`src/rtl/lfsr128_pkg.sv`:
```
// Shared constants and types for the scrambled 128-bit LFSR random source.
// Used by lfsr128_mul and lfsr128_scrambled_rng_unit; depends on nothing.
package lfsr128_pkg;

  localparam int WORD_W = 64;
  localparam int HALF_W = 32;
  localparam int CNT_W = 16;
  localparam int CFG_IDX_W = 2;

  localparam logic [CNT_W-1:0] WARMUP_STEPS = 16'd6528;
  localparam logic [CNT_W-1:0] BITS_WIDE = 16'd64;
  localparam logic [CNT_W-1:0] BITS_NARROW = 16'd32;

  localparam logic [WORD_W-1:0] SCRAMBLE_MULT = 64'h2545F4914F6CDD1D;
  localparam logic [WORD_W-1:0] FALLBACK_RESET = 64'd1;

  // Configuration register indexes.
  localparam logic [CFG_IDX_W-1:0] CFG_NARROW_MODE = 2'd0;
  localparam logic [CFG_IDX_W-1:0] CFG_FALLBACK_SEED = 2'd1;

  // Command codes carried on in_tuser.
  localparam logic CMD_GENERATE = 1'b0;
  localparam logic CMD_RESEED = 1'b1;

  typedef logic [WORD_W-1:0] word_t;

endpackage

```
`src/rtl/lfsr128_mul.sv`:
```
// Iterative 64-bit by constant multiplier, product kept modulo 2^64.
// One shared 32x32 multiplier runs three passes; uses lfsr128_pkg.
module lfsr128_mul (
  input  logic                clk,
  input  logic                rst_n,
  input  logic                start,
  input  lfsr128_pkg::word_t  operand,
  output logic                done,
  output lfsr128_pkg::word_t  product
);
  import lfsr128_pkg::*;

  localparam logic [1:0] PH_IDLE = 2'd0;
  localparam logic [1:0] PH_LO_LO = 2'd1;
  localparam logic [1:0] PH_HI_LO = 2'd2;
  localparam logic [1:0] PH_LO_HI = 2'd3;

  logic [1:0]        phase_r, phase_nxt;
  logic              done_r, done_nxt;
  word_t             op_r, op_nxt;
  word_t             acc_r, acc_nxt;
  logic [HALF_W-1:0] mul_a, mul_b;
  word_t             mul_p;

  // Shared 32x32 multiplier; only the operand selection changes per pass.
  assign mul_p = word_t'(mul_a) * word_t'(mul_b);

  always_comb begin
    mul_a = op_r[HALF_W-1:0];
    mul_b = SCRAMBLE_MULT[HALF_W-1:0];
    unique case (phase_r)
      PH_HI_LO: mul_a = op_r[WORD_W-1:HALF_W];
      PH_LO_HI: mul_b = SCRAMBLE_MULT[WORD_W-1:HALF_W];
      default: ;
    endcase
  end

  always_comb begin
    phase_nxt = phase_r;
    done_nxt = 1'b0;
    op_nxt = op_r;
    acc_nxt = acc_r;
    unique case (phase_r)
      PH_IDLE: begin
        if (start) begin
          op_nxt = operand;
          phase_nxt = PH_LO_LO;
        end
      end
      PH_LO_LO: begin
        acc_nxt = mul_p;
        phase_nxt = PH_HI_LO;
      end
      PH_HI_LO: begin
        // Cross terms only reach the upper half of a 64-bit product.
        acc_nxt[WORD_W-1:HALF_W] = acc_r[WORD_W-1:HALF_W] + mul_p[HALF_W-1:0];
        phase_nxt = PH_LO_HI;
      end
      PH_LO_HI: begin
        acc_nxt[WORD_W-1:HALF_W] = acc_r[WORD_W-1:HALF_W] + mul_p[HALF_W-1:0];
        phase_nxt = PH_IDLE;
        done_nxt = 1'b1;
      end
      default: phase_nxt = PH_IDLE;
    endcase
  end

  always_ff @(posedge clk) begin
    if (!rst_n) begin
      phase_r <= PH_IDLE;
      done_r <= 1'b0;
    end else begin
      phase_r <= phase_nxt;
      done_r <= done_nxt;
    end
    op_r <= op_nxt;
    acc_r <= acc_nxt;
  end

  assign done = done_r;
  assign product = acc_r;

endmodule

```
`src/rtl/lfsr128_scrambled_rng_unit.sv`:
```
// Scrambled 128-bit Fibonacci LFSR random source, top level.
// Uses lfsr128_pkg and lfsr128_mul.
//
// Usage:
// - Input beats on in_*: in_tuser selects the command (generate or reseed),
//   in_tdata carries the seed. A generate beat yields one output beat on
//   out_*; a reseed beat yields none.
// - Configuration writes on cfg_* (index 0 narrow_mode, 1 fallback_seed)
//   are always taken; other indexes are dropped. Write only while idle.
// - The LFSR advances one bit per cycle while warming up or collecting
//   bits. A generate collects 64 bits in wide mode or 32 in narrow mode,
//   starts the shared 32x32 multiplier, waits until its product is taken
//   and loads the output register, which raises out_tvalid. in_tready
//   rises again in that same cycle, so no new generate beat is taken
//   until the last result is in the output register.
// - A reseed loads the register and runs 6528 warm-up steps, one per
//   cycle, while in_tready stays low.
// - Reset loads both halves with fallback_seed's reset value 1 and runs
//   the same warm-up before in_tready first rises.
// - The result waits in the output register while out_tready is low;
//   a new input beat may be accepted meanwhile, but the next result
//   stalls the block until the register is free.
module lfsr128_scrambled_rng_unit (
  input  logic                                clk,
  input  logic                                rst_n,
  // Input channel
  input  logic                                in_tvalid,
  output logic                                in_tready,
  input  logic [63:0]                         in_tdata,  // [63:0] seed
  input  logic                                in_tuser,  // [0] cmd
  // Result channel
  output logic                                out_tvalid,
  input  logic                                out_tready,
  output logic [63:0]                         out_tdata, // [63:0] random_value
  // Configuration write channel
  input  logic                                cfg_valid,
  output logic                                cfg_ready,
  input  logic [lfsr128_pkg::CFG_IDX_W-1:0]   cfg_index,
  input  logic [63:0]                         cfg_data
);
  import lfsr128_pkg::*;

  localparam logic [2:0] ST_IDLE = 3'd0;
  localparam logic [2:0] ST_WARM = 3'd1;
  localparam logic [2:0] ST_GEN = 3'd2;
  localparam logic [2:0] ST_MUL = 3'd3;
  localparam logic [2:0] ST_HOLD = 3'd4;

  logic [2:0]       state_r, state_nxt;
  logic [CNT_W-1:0] cnt_r, cnt_nxt;
  word_t            upper_r, upper_nxt;
  word_t            lower_r, lower_nxt;
  word_t            word_r, word_nxt;
  logic             narrow_r;
  word_t            fallback_r;
  logic             out_valid_r, out_valid_nxt;
  word_t            out_data_r, out_data_nxt;
  logic             mul_start;
  logic             mul_done;
  word_t            mul_product;
  logic             feedback;
  word_t            seed_low;
  word_t            load_value;
  logic             in_beat;

  assign cfg_ready = 1'b1;
  assign in_tready = (state_r == ST_IDLE);
  assign in_beat = in_tvalid && in_tready;

  always_ff @(posedge clk) begin
    if (!rst_n) begin
      narrow_r <= 1'b0;
      fallback_r <= FALLBACK_RESET;
    end else if (cfg_valid && cfg_ready) begin
      unique case (cfg_index)
        CFG_NARROW_MODE: narrow_r <= cfg_data[0];
        CFG_FALLBACK_SEED: fallback_r <= cfg_data;
        default: ;
      endcase
    end
  end

  // A zero seed falls back to the full 64-bit fallback value, never replicated.
  assign seed_low = {{HALF_W{1'b0}}, in_tdata[HALF_W-1:0]};
  always_comb begin
    if (narrow_r) begin
      load_value = (seed_low == '0) ? fallback_r
                                    : {in_tdata[HALF_W-1:0], in_tdata[HALF_W-1:0]};
    end else begin
      load_value = (in_tdata == '0) ? fallback_r : in_tdata;
    end
  end

  assign feedback = lower_r[0] ^ lower_r[1] ^ lower_r[2] ^ lower_r[7];

  lfsr128_mul u_mul (
    .clk     (clk),
    .rst_n   (rst_n),
    .start   (mul_start),
    .operand (word_r),
    .done    (mul_done),
    .product (mul_product)
  );

  always_comb begin
    state_nxt = state_r;
    cnt_nxt = cnt_r;
    upper_nxt = upper_r;
    lower_nxt = lower_r;
    word_nxt = word_r;
    out_valid_nxt = out_valid_r && !out_tready;
    out_data_nxt = out_data_r;
    mul_start = 1'b0;
    unique case (state_r) inside
      ST_IDLE: begin
        if (in_beat) begin
          if (in_tuser == CMD_RESEED) begin
            upper_nxt = load_value;
            lower_nxt = load_value;
            cnt_nxt = WARMUP_STEPS;
            state_nxt = ST_WARM;
          end else begin
            word_nxt = '0;
            cnt_nxt = narrow_r ? BITS_NARROW : BITS_WIDE;
            state_nxt = ST_GEN;
          end
        end
      end
      ST_WARM, ST_GEN: begin
        if (cnt_r == '0) begin
          mul_start = (state_r == ST_GEN);
          state_nxt = (state_r == ST_GEN) ? ST_MUL : ST_IDLE;
        end else begin
          lower_nxt = {upper_r[0], lower_r[WORD_W-1:1]};
          upper_nxt = {feedback, upper_r[WORD_W-1:1]};
          // The bit landing at position 0 after the shift is lower bit 1 now.
          word_nxt = {word_r[WORD_W-2:0], lower_r[1]};
          cnt_nxt = cnt_r - 1'b1;
        end
      end
      ST_MUL: begin
        if (mul_done) begin
          state_nxt = ST_HOLD;
        end
      end
      ST_HOLD: begin
        if (!out_valid_r || out_tready) begin
          out_valid_nxt = 1'b1;
          out_data_nxt = narrow_r ? {{HALF_W{1'b0}}, mul_product[HALF_W-1:0]}
                                  : mul_product;
          state_nxt = ST_IDLE;
        end
      end
      default: state_nxt = ST_IDLE;
    endcase
  end

  always_ff @(posedge clk) begin
    if (!rst_n) begin
      state_r <= ST_WARM;
      cnt_r <= WARMUP_STEPS;
      upper_r <= FALLBACK_RESET;
      lower_r <= FALLBACK_RESET;
      out_valid_r <= 1'b0;
    end else begin
      state_r <= state_nxt;
      cnt_r <= cnt_nxt;
      upper_r <= upper_nxt;
      lower_r <= lower_nxt;
      out_valid_r <= out_valid_nxt;
    end
    word_r <= word_nxt;
    out_data_r <= out_data_nxt;
  end

  assign out_tvalid = out_valid_r;
  assign out_tdata = out_data_r;

  a_reseed_warms: assert property (@(posedge clk) disable iff (!rst_n)
    in_beat && in_tuser == CMD_RESEED |=> state_r == ST_WARM && cnt_r == WARMUP_STEPS)
    else $error("reseed beat did not start the warm-up");

  a_mul_done_in_mul: assert property (@(posedge clk) disable iff (!rst_n)
    mul_done |-> state_r == ST_MUL)
    else $error("multiplier finished outside the multiply state");

  a_result_from_hold: assert property (@(posedge clk) disable iff (!rst_n)
    $rose(out_tvalid) |-> $past(state_r) == ST_HOLD)
    else $error("output beat appeared without a finished product");

  a_gen_starts_mul: assert property (@(posedge clk) disable iff (!rst_n)
    state_r == ST_GEN && cnt_r == '0 |=> state_r == ST_MUL)
    else $error("bit collection did not hand over to the multiplier");

endmodule
```
`config.mk`:
```
export PLATFORM = sky130hd
export DESIGN_NAME = lfsr128_scrambled_rng_unit
export DESIGN_NICKNAME = d
export VERILOG_FILES = /design/src/rtl/lfsr128_pkg.sv /design/src/rtl/lfsr128_mul.sv /design/src/rtl/lfsr128_scrambled_rng_unit.sv
export SDC_FILE = /design/constraint.sdc
export NUM_CORES = 2
export LEC_CHECK = 0
export ABC_AREA = 1
export BUFFER_PORTS_ARGS = -buffer_cell sky130_fd_sc_hd__clkbuf_2
export CORE_ASPECT_RATIO = 1.4
export CORE_MARGIN = 1
export CORE_UTILIZATION = 40
export CTS_CLUSTER_DIAMETER = 50
export DETAILED_ROUTE_END_ITERATION = 12
export GPL_ROUTABILITY_DRIVEN = 0
export MAX_ROUTING_LAYER = met4
export PLACE_DENSITY = 0.57
export SETUP_SLACK_MARGIN = 0.02
export SLEW_MARGIN = 20
export SYNTH_ARGS = -nofsm -noshare
export SYNTH_HDL_FRONTEND = slang
export SYNTH_SLANG_ARGS = --single-unit
```
`constraint.sdc`:
```
create_clock -name clk -period 8.55 [get_ports clk]
set_clock_uncertainty 0.05 [all_clocks]
set_input_delay 1.2825 -clock clk [delete_from_list [all_inputs] [get_ports clk]]
set_output_delay 1.2825 -clock clk [all_outputs]
set_load 0.005 [all_outputs]
```
==> results by stage <==
Logic synthesis:
- The synthesized design devotes to its leading area cell type 26.3% of total area.
- Averaged over all synthesized cells, the footprint is 8.63 µm².
- By area the synthesized netlist is led by sky130_fd_sc_hd__fa_1 (26%), sky130_fd_sc_hd__edfxtp_1 (17%), sky130_fd_sc_hd__ha_1 (12%), sky130_fd_sc_hd__inv_1 (10%), sky130_fd_sc_hd__dfxtp_1 (9.4%).
- The number of enable flip-flop cells after synthesis is 256.
- The most used flip-flop cell after synthesis is sky130_fd_sc_hd__edfxtp_1.
- The mapped netlist covers 46100 µm².
- The total of warnings raised by yosys is 0.
- The async set-or-reset flop fraction in the synthesized netlist is 0%.
- The cell count after synthesis is 5345.
- In this run, synthesis produced a sequential element count of 472.
- The sequential share of the synthesized area is 26.0%.
- The leading area contributor after synthesis is sky130_fd_sc_hd__fa_1.
- The number of library cell types mapped by synthesis is 42.

Worst setup path:
- In this run the worst setup path begins at u_mul.phase_r[0]$_SDFFE_PN0P_.
- The largest fanout on the critical path is 5.
- For the worst flop-to-flop path, the logic depth is 38.
- The startpoint class of the critical path is a register.
- The category of the most critical setup path is reg2reg.
- On the worst path, the slowest cell contributes a delay of 560 ps.
- The worst register-to-register path begins at u_mul.phase_r[0]$_SDFFE_PN0P_.
- STA classifies the critical path endpoint as a register.
- The setup slack of the worst register-to-register path is 280 ps.
- The arrival time reported for the critical path endpoint is 8610 ps.
- The standard cell with the maximum stage delay on the critical path is sky130_fd_sc_hd__fa_1.
- STA puts the critical path data required time at 8880 ps.
- The destination of the worst register-to-register timing path is u_mul.product[59]$_DFFE_PN_.

Timing:
- The post-route worst setup slack is 278 ps.
- The final hold violation count was 0.
- Based on the critical path, the design can be clocked at up to 121 MHz.
- For the pin with the worst max-slew slack, the measured transition is 1090 ps.
- Across all hold checks on the routed design, the worst slack comes to 369 ps.
- The routed design could run at a clock period as short as 8270 ps.
- The total count of max-transition violations in the final report is 0.
- The number of endpoints failing setup at the final stage is 0.
- After layout, the worst path uses 96.7% of the clock period.
- Setup repair after global routing could not meet its margin everywhere.
- The normalized max-slew margin is 27.5%.

Clock network:
- No sink is reached through more buffers than the 3 on the longest clock path.
- The number of clock sinks is 472.
- The hold-fix buffer count after cts is 0.
- The H-tree was split into 2 levels.
- Counting the buffers created by CTS gives 54.
- The root buffer cell is sky130_fd_sc_hd__clkbuf_16.
- Clock-pin slew was measured on the worst setup and hold paths at 60 ps.
- The clock tree from TritonCTS is built.
- The source-to-sink clock delay at the later pin of the worst-skew pair is 630 ps.

Floorplan:
- During I/O placement, the number of pins put on the boundary was 203.
- The standard-cell row count is 147.
- In this run the horizontal extent of the chip is 289 µm.
- The die is 404 µm tall.
- The area of the die is 117000 µm².
- The region available for standard cell placement spans 115000 µm².
- The starting utilization of the core area is 40.2%.

Finish:
- The post-route netlist has 17.2% of its cells at a drive strength greater than 1.
- After filler insertion, the fill cell instance count of the layout stands at 11100.
- The library cells used most frequently in the layout, excluding fill and tap cells, are sky130_fd_sc_hd__inv_1 (1215), sky130_fd_sc_hd__nand2_1 (686), sky130_fd_sc_hd__fa_1 (596), sky130_fd_sc_hd__buf_4 (477), sky130_fd_sc_hd__nor2_1 (475).
- The number of nets in the finished design is 7179.
- The most common cell after layout, fill and taps aside is sky130_fd_sc_hd__inv_1.
- The layout overhead on the synthesized area is 19.7%.

Global route:
- The global-route wire length before repair is 224 mm.
- Entering global routing, the biggest net connects 130 pins.
- The number of global-route vias before repair was 39800.
- Global routing consumed, on the met2 layer, 45.9% of the routing resources.
- The met3 capacity usage during global routing is 2.84%.
- After global routing, the most crowded layer is met2.
- The initial antenna violation count is 7.
- For this run, the total global-route usage over all layers was measured as 26.2%.
- In the global route stage, met1 resource usage came out at 28.0%.
- The total congestion overflow after global routing is 0.

Detailed routing:
- After detailed routing, the number of remaining DRC violations is 0.
- The final layout contains routed wiring with a total length of 145 mm.
- The post-detailed-route wirelength per cell is 19.2 µm.
- In this run the remaining antenna-violating nets after routing total 0.
- The per-cell via count in the routed design is 4.99.
- The number of search-and-repair iterations in the first detailed-routing pass is 6.
- The total number of vias is 37600.
- After the first detailed-routing iteration, the DRC count stood at 2392.

Placed design:
- Once detailed placement completed, the half-perimeter wirelength came to 120 mm.
- At the placement stage, the worst setup path has a slack of -231 ps.
- Buffers placed on the I/O ports in this run total 201.

Hold path:
- The worst min-delay path category is reg2reg.
- The end point of the most critical hold path is out_tdata[8]$_DFFE_PP_.
- The startpoint identified for the worst hold timing path is u_mul.product[8]$_DFFE_PN_.
- The instance count along the most critical hold path is 0.

Flow run:
- The count of max-cap constraint violations is 0.

Status:
- The flow ran to the end, and the final reports show no timing, DRC or antenna violations.
-- cells in the mapped netlist, types with 16 or more instances --
library cell	number
sky130_fd_sc_hd__dfxtp_1	216
sky130_fd_sc_hd__nand4_1	31
sky130_fd_sc_hd__fa_1	605
sky130_fd_sc_hd__nand3b_1	16
sky130_fd_sc_hd__o21ai_0	234
sky130_fd_sc_hd__xor2_1	30
sky130_fd_sc_hd__o21a_1	72
sky130_fd_sc_hd__a21oi_1	402
sky130_fd_sc_hd__o21ai_1	43
sky130_fd_sc_hd__nand3_1	251
sky130_fd_sc_hd__or2_2	35
sky130_fd_sc_hd__buf_2	31
sky130_fd_sc_hd__nor2_1	519
sky130_fd_sc_hd__nand2_1	715
sky130_fd_sc_hd__nor3_1	23
sky130_fd_sc_hd__ha_1	431
sky130_fd_sc_hd__edfxtp_1	256
sky130_fd_sc_hd__inv_1	1235
sky130_fd_sc_hd__clkbuf_1	98
-- layout make-up --
class / count / area (µm²) / area share [%]
Antenna cell: 7 / 17.5 / 0.0317
Clock buffer: 69 / 1450 / 2.63
Clock inverter: 27 / 263 / 0.476
Inverter: 1244 / 4690 / 8.49
Multi-Input combinational cell: 3542 / 30100 / 54.5
Sequential cell: 472 / 12000 / 21.8
Tap cell: 1490 / 1860 / 3.38
Timing Repair Buffer: 693 / 4820 / 8.73
-- routing by layer --
layer	wire, µm	vias up
met3	5980	440
met2	74300	1088
met1	53500	18200
li1	-	17900
met4	11500	0
met5	0	-
-- logic make-up (layout without fill, tap and decap cells) --
kind of cell,after synthesis,count (layout),synth area share [%]
AOI/OAI and AO/OA,789,789,9.14
xor gates and xnor gates,40,40,0.760
adders and majority gates,1036,1036,38.0
buffers and inverters,1390,2033,11.5
DFF,472,472,26.0
other,2,68,0.0163
and+or+nand+nor,1616,1616,14.6
-- what timing repair did --
action | 4_1_cts | 5_1_grt
setup endpoints to repair | 11 | 30
pin swaps | 4 | 67
setup buffers | 3 | 29
resized for setup | 41 | 231
-- how the worst max path moves through the flow --
| stage | slack (ps) | endpoint | cells past startpoint |
|---|---|---|---|
| 5_1_grt | -90 | u_mul.product[63]$_SDFFCE_PP0N_ | 39 |
| 4_1_cts | 20 | u_mul.product[63]$_SDFFCE_PP0N_ | 39 |
| 3_5_place_dp | -230 | u_mul.product[63]$_SDFFCE_PP0N_ | 41 |
| 6_report | 280 | u_mul.product[59]$_DFFE_PN_ | 38 |
| 3_3_place_gp | -230 | u_mul.product[63]$_SDFFCE_PP0N_ | 40 |
| 2_1_floorplan | 0.08 | u_mul.product[63]$_SDFFCE_PP0N_ | 36 |
-- state kept, by name, indices dropped and copies added, names as in the netlist --
signal,cells
cnt_r,16
fallback_r,64
lower_r,64
narrow_r,1
out_tdata,64
out_tvalid,1
state_r,3
u_mul.done,1
u_mul.op_r,64
u_mul.phase_r,2
u_mul.product,64
upper_r,64
word_r,64
-- through the flow --
stage / instance area [µm²] / setup TNS (ps) / cells / util [%]
2_1_floorplan: 46400 / 0 / 5404 / -
3_3_place_gp: 52200 / -452 / 7410 / 45.5
3_5_place_dp: 52200 / -1090 / 7410 / 45.5
4_1_cts: 54100 / 0 / 7509 / 47.2
5_1_grt: 55200 / -335 / 7544 / 48.2
6_report: 55200 / 0 / 7544 / 48.2
-- critical path, delay by kind of cell (launching register included) --
| kind | cells | cell delay (ps) |
|---|---|---|
| compound gates | 6 | 1060 |
| xor+xnor | 1 | 320 |
| fa+ha+maj | 11 | 4760 |
| buf+inv | 11 | 650 |
| flops | 1 | 320 |
| simple gates | 9 | 880 |
Power is left out: the tool's default activity adds up to more than one toggle a clock period on the data nets, which glitch-free logic cannot reach.
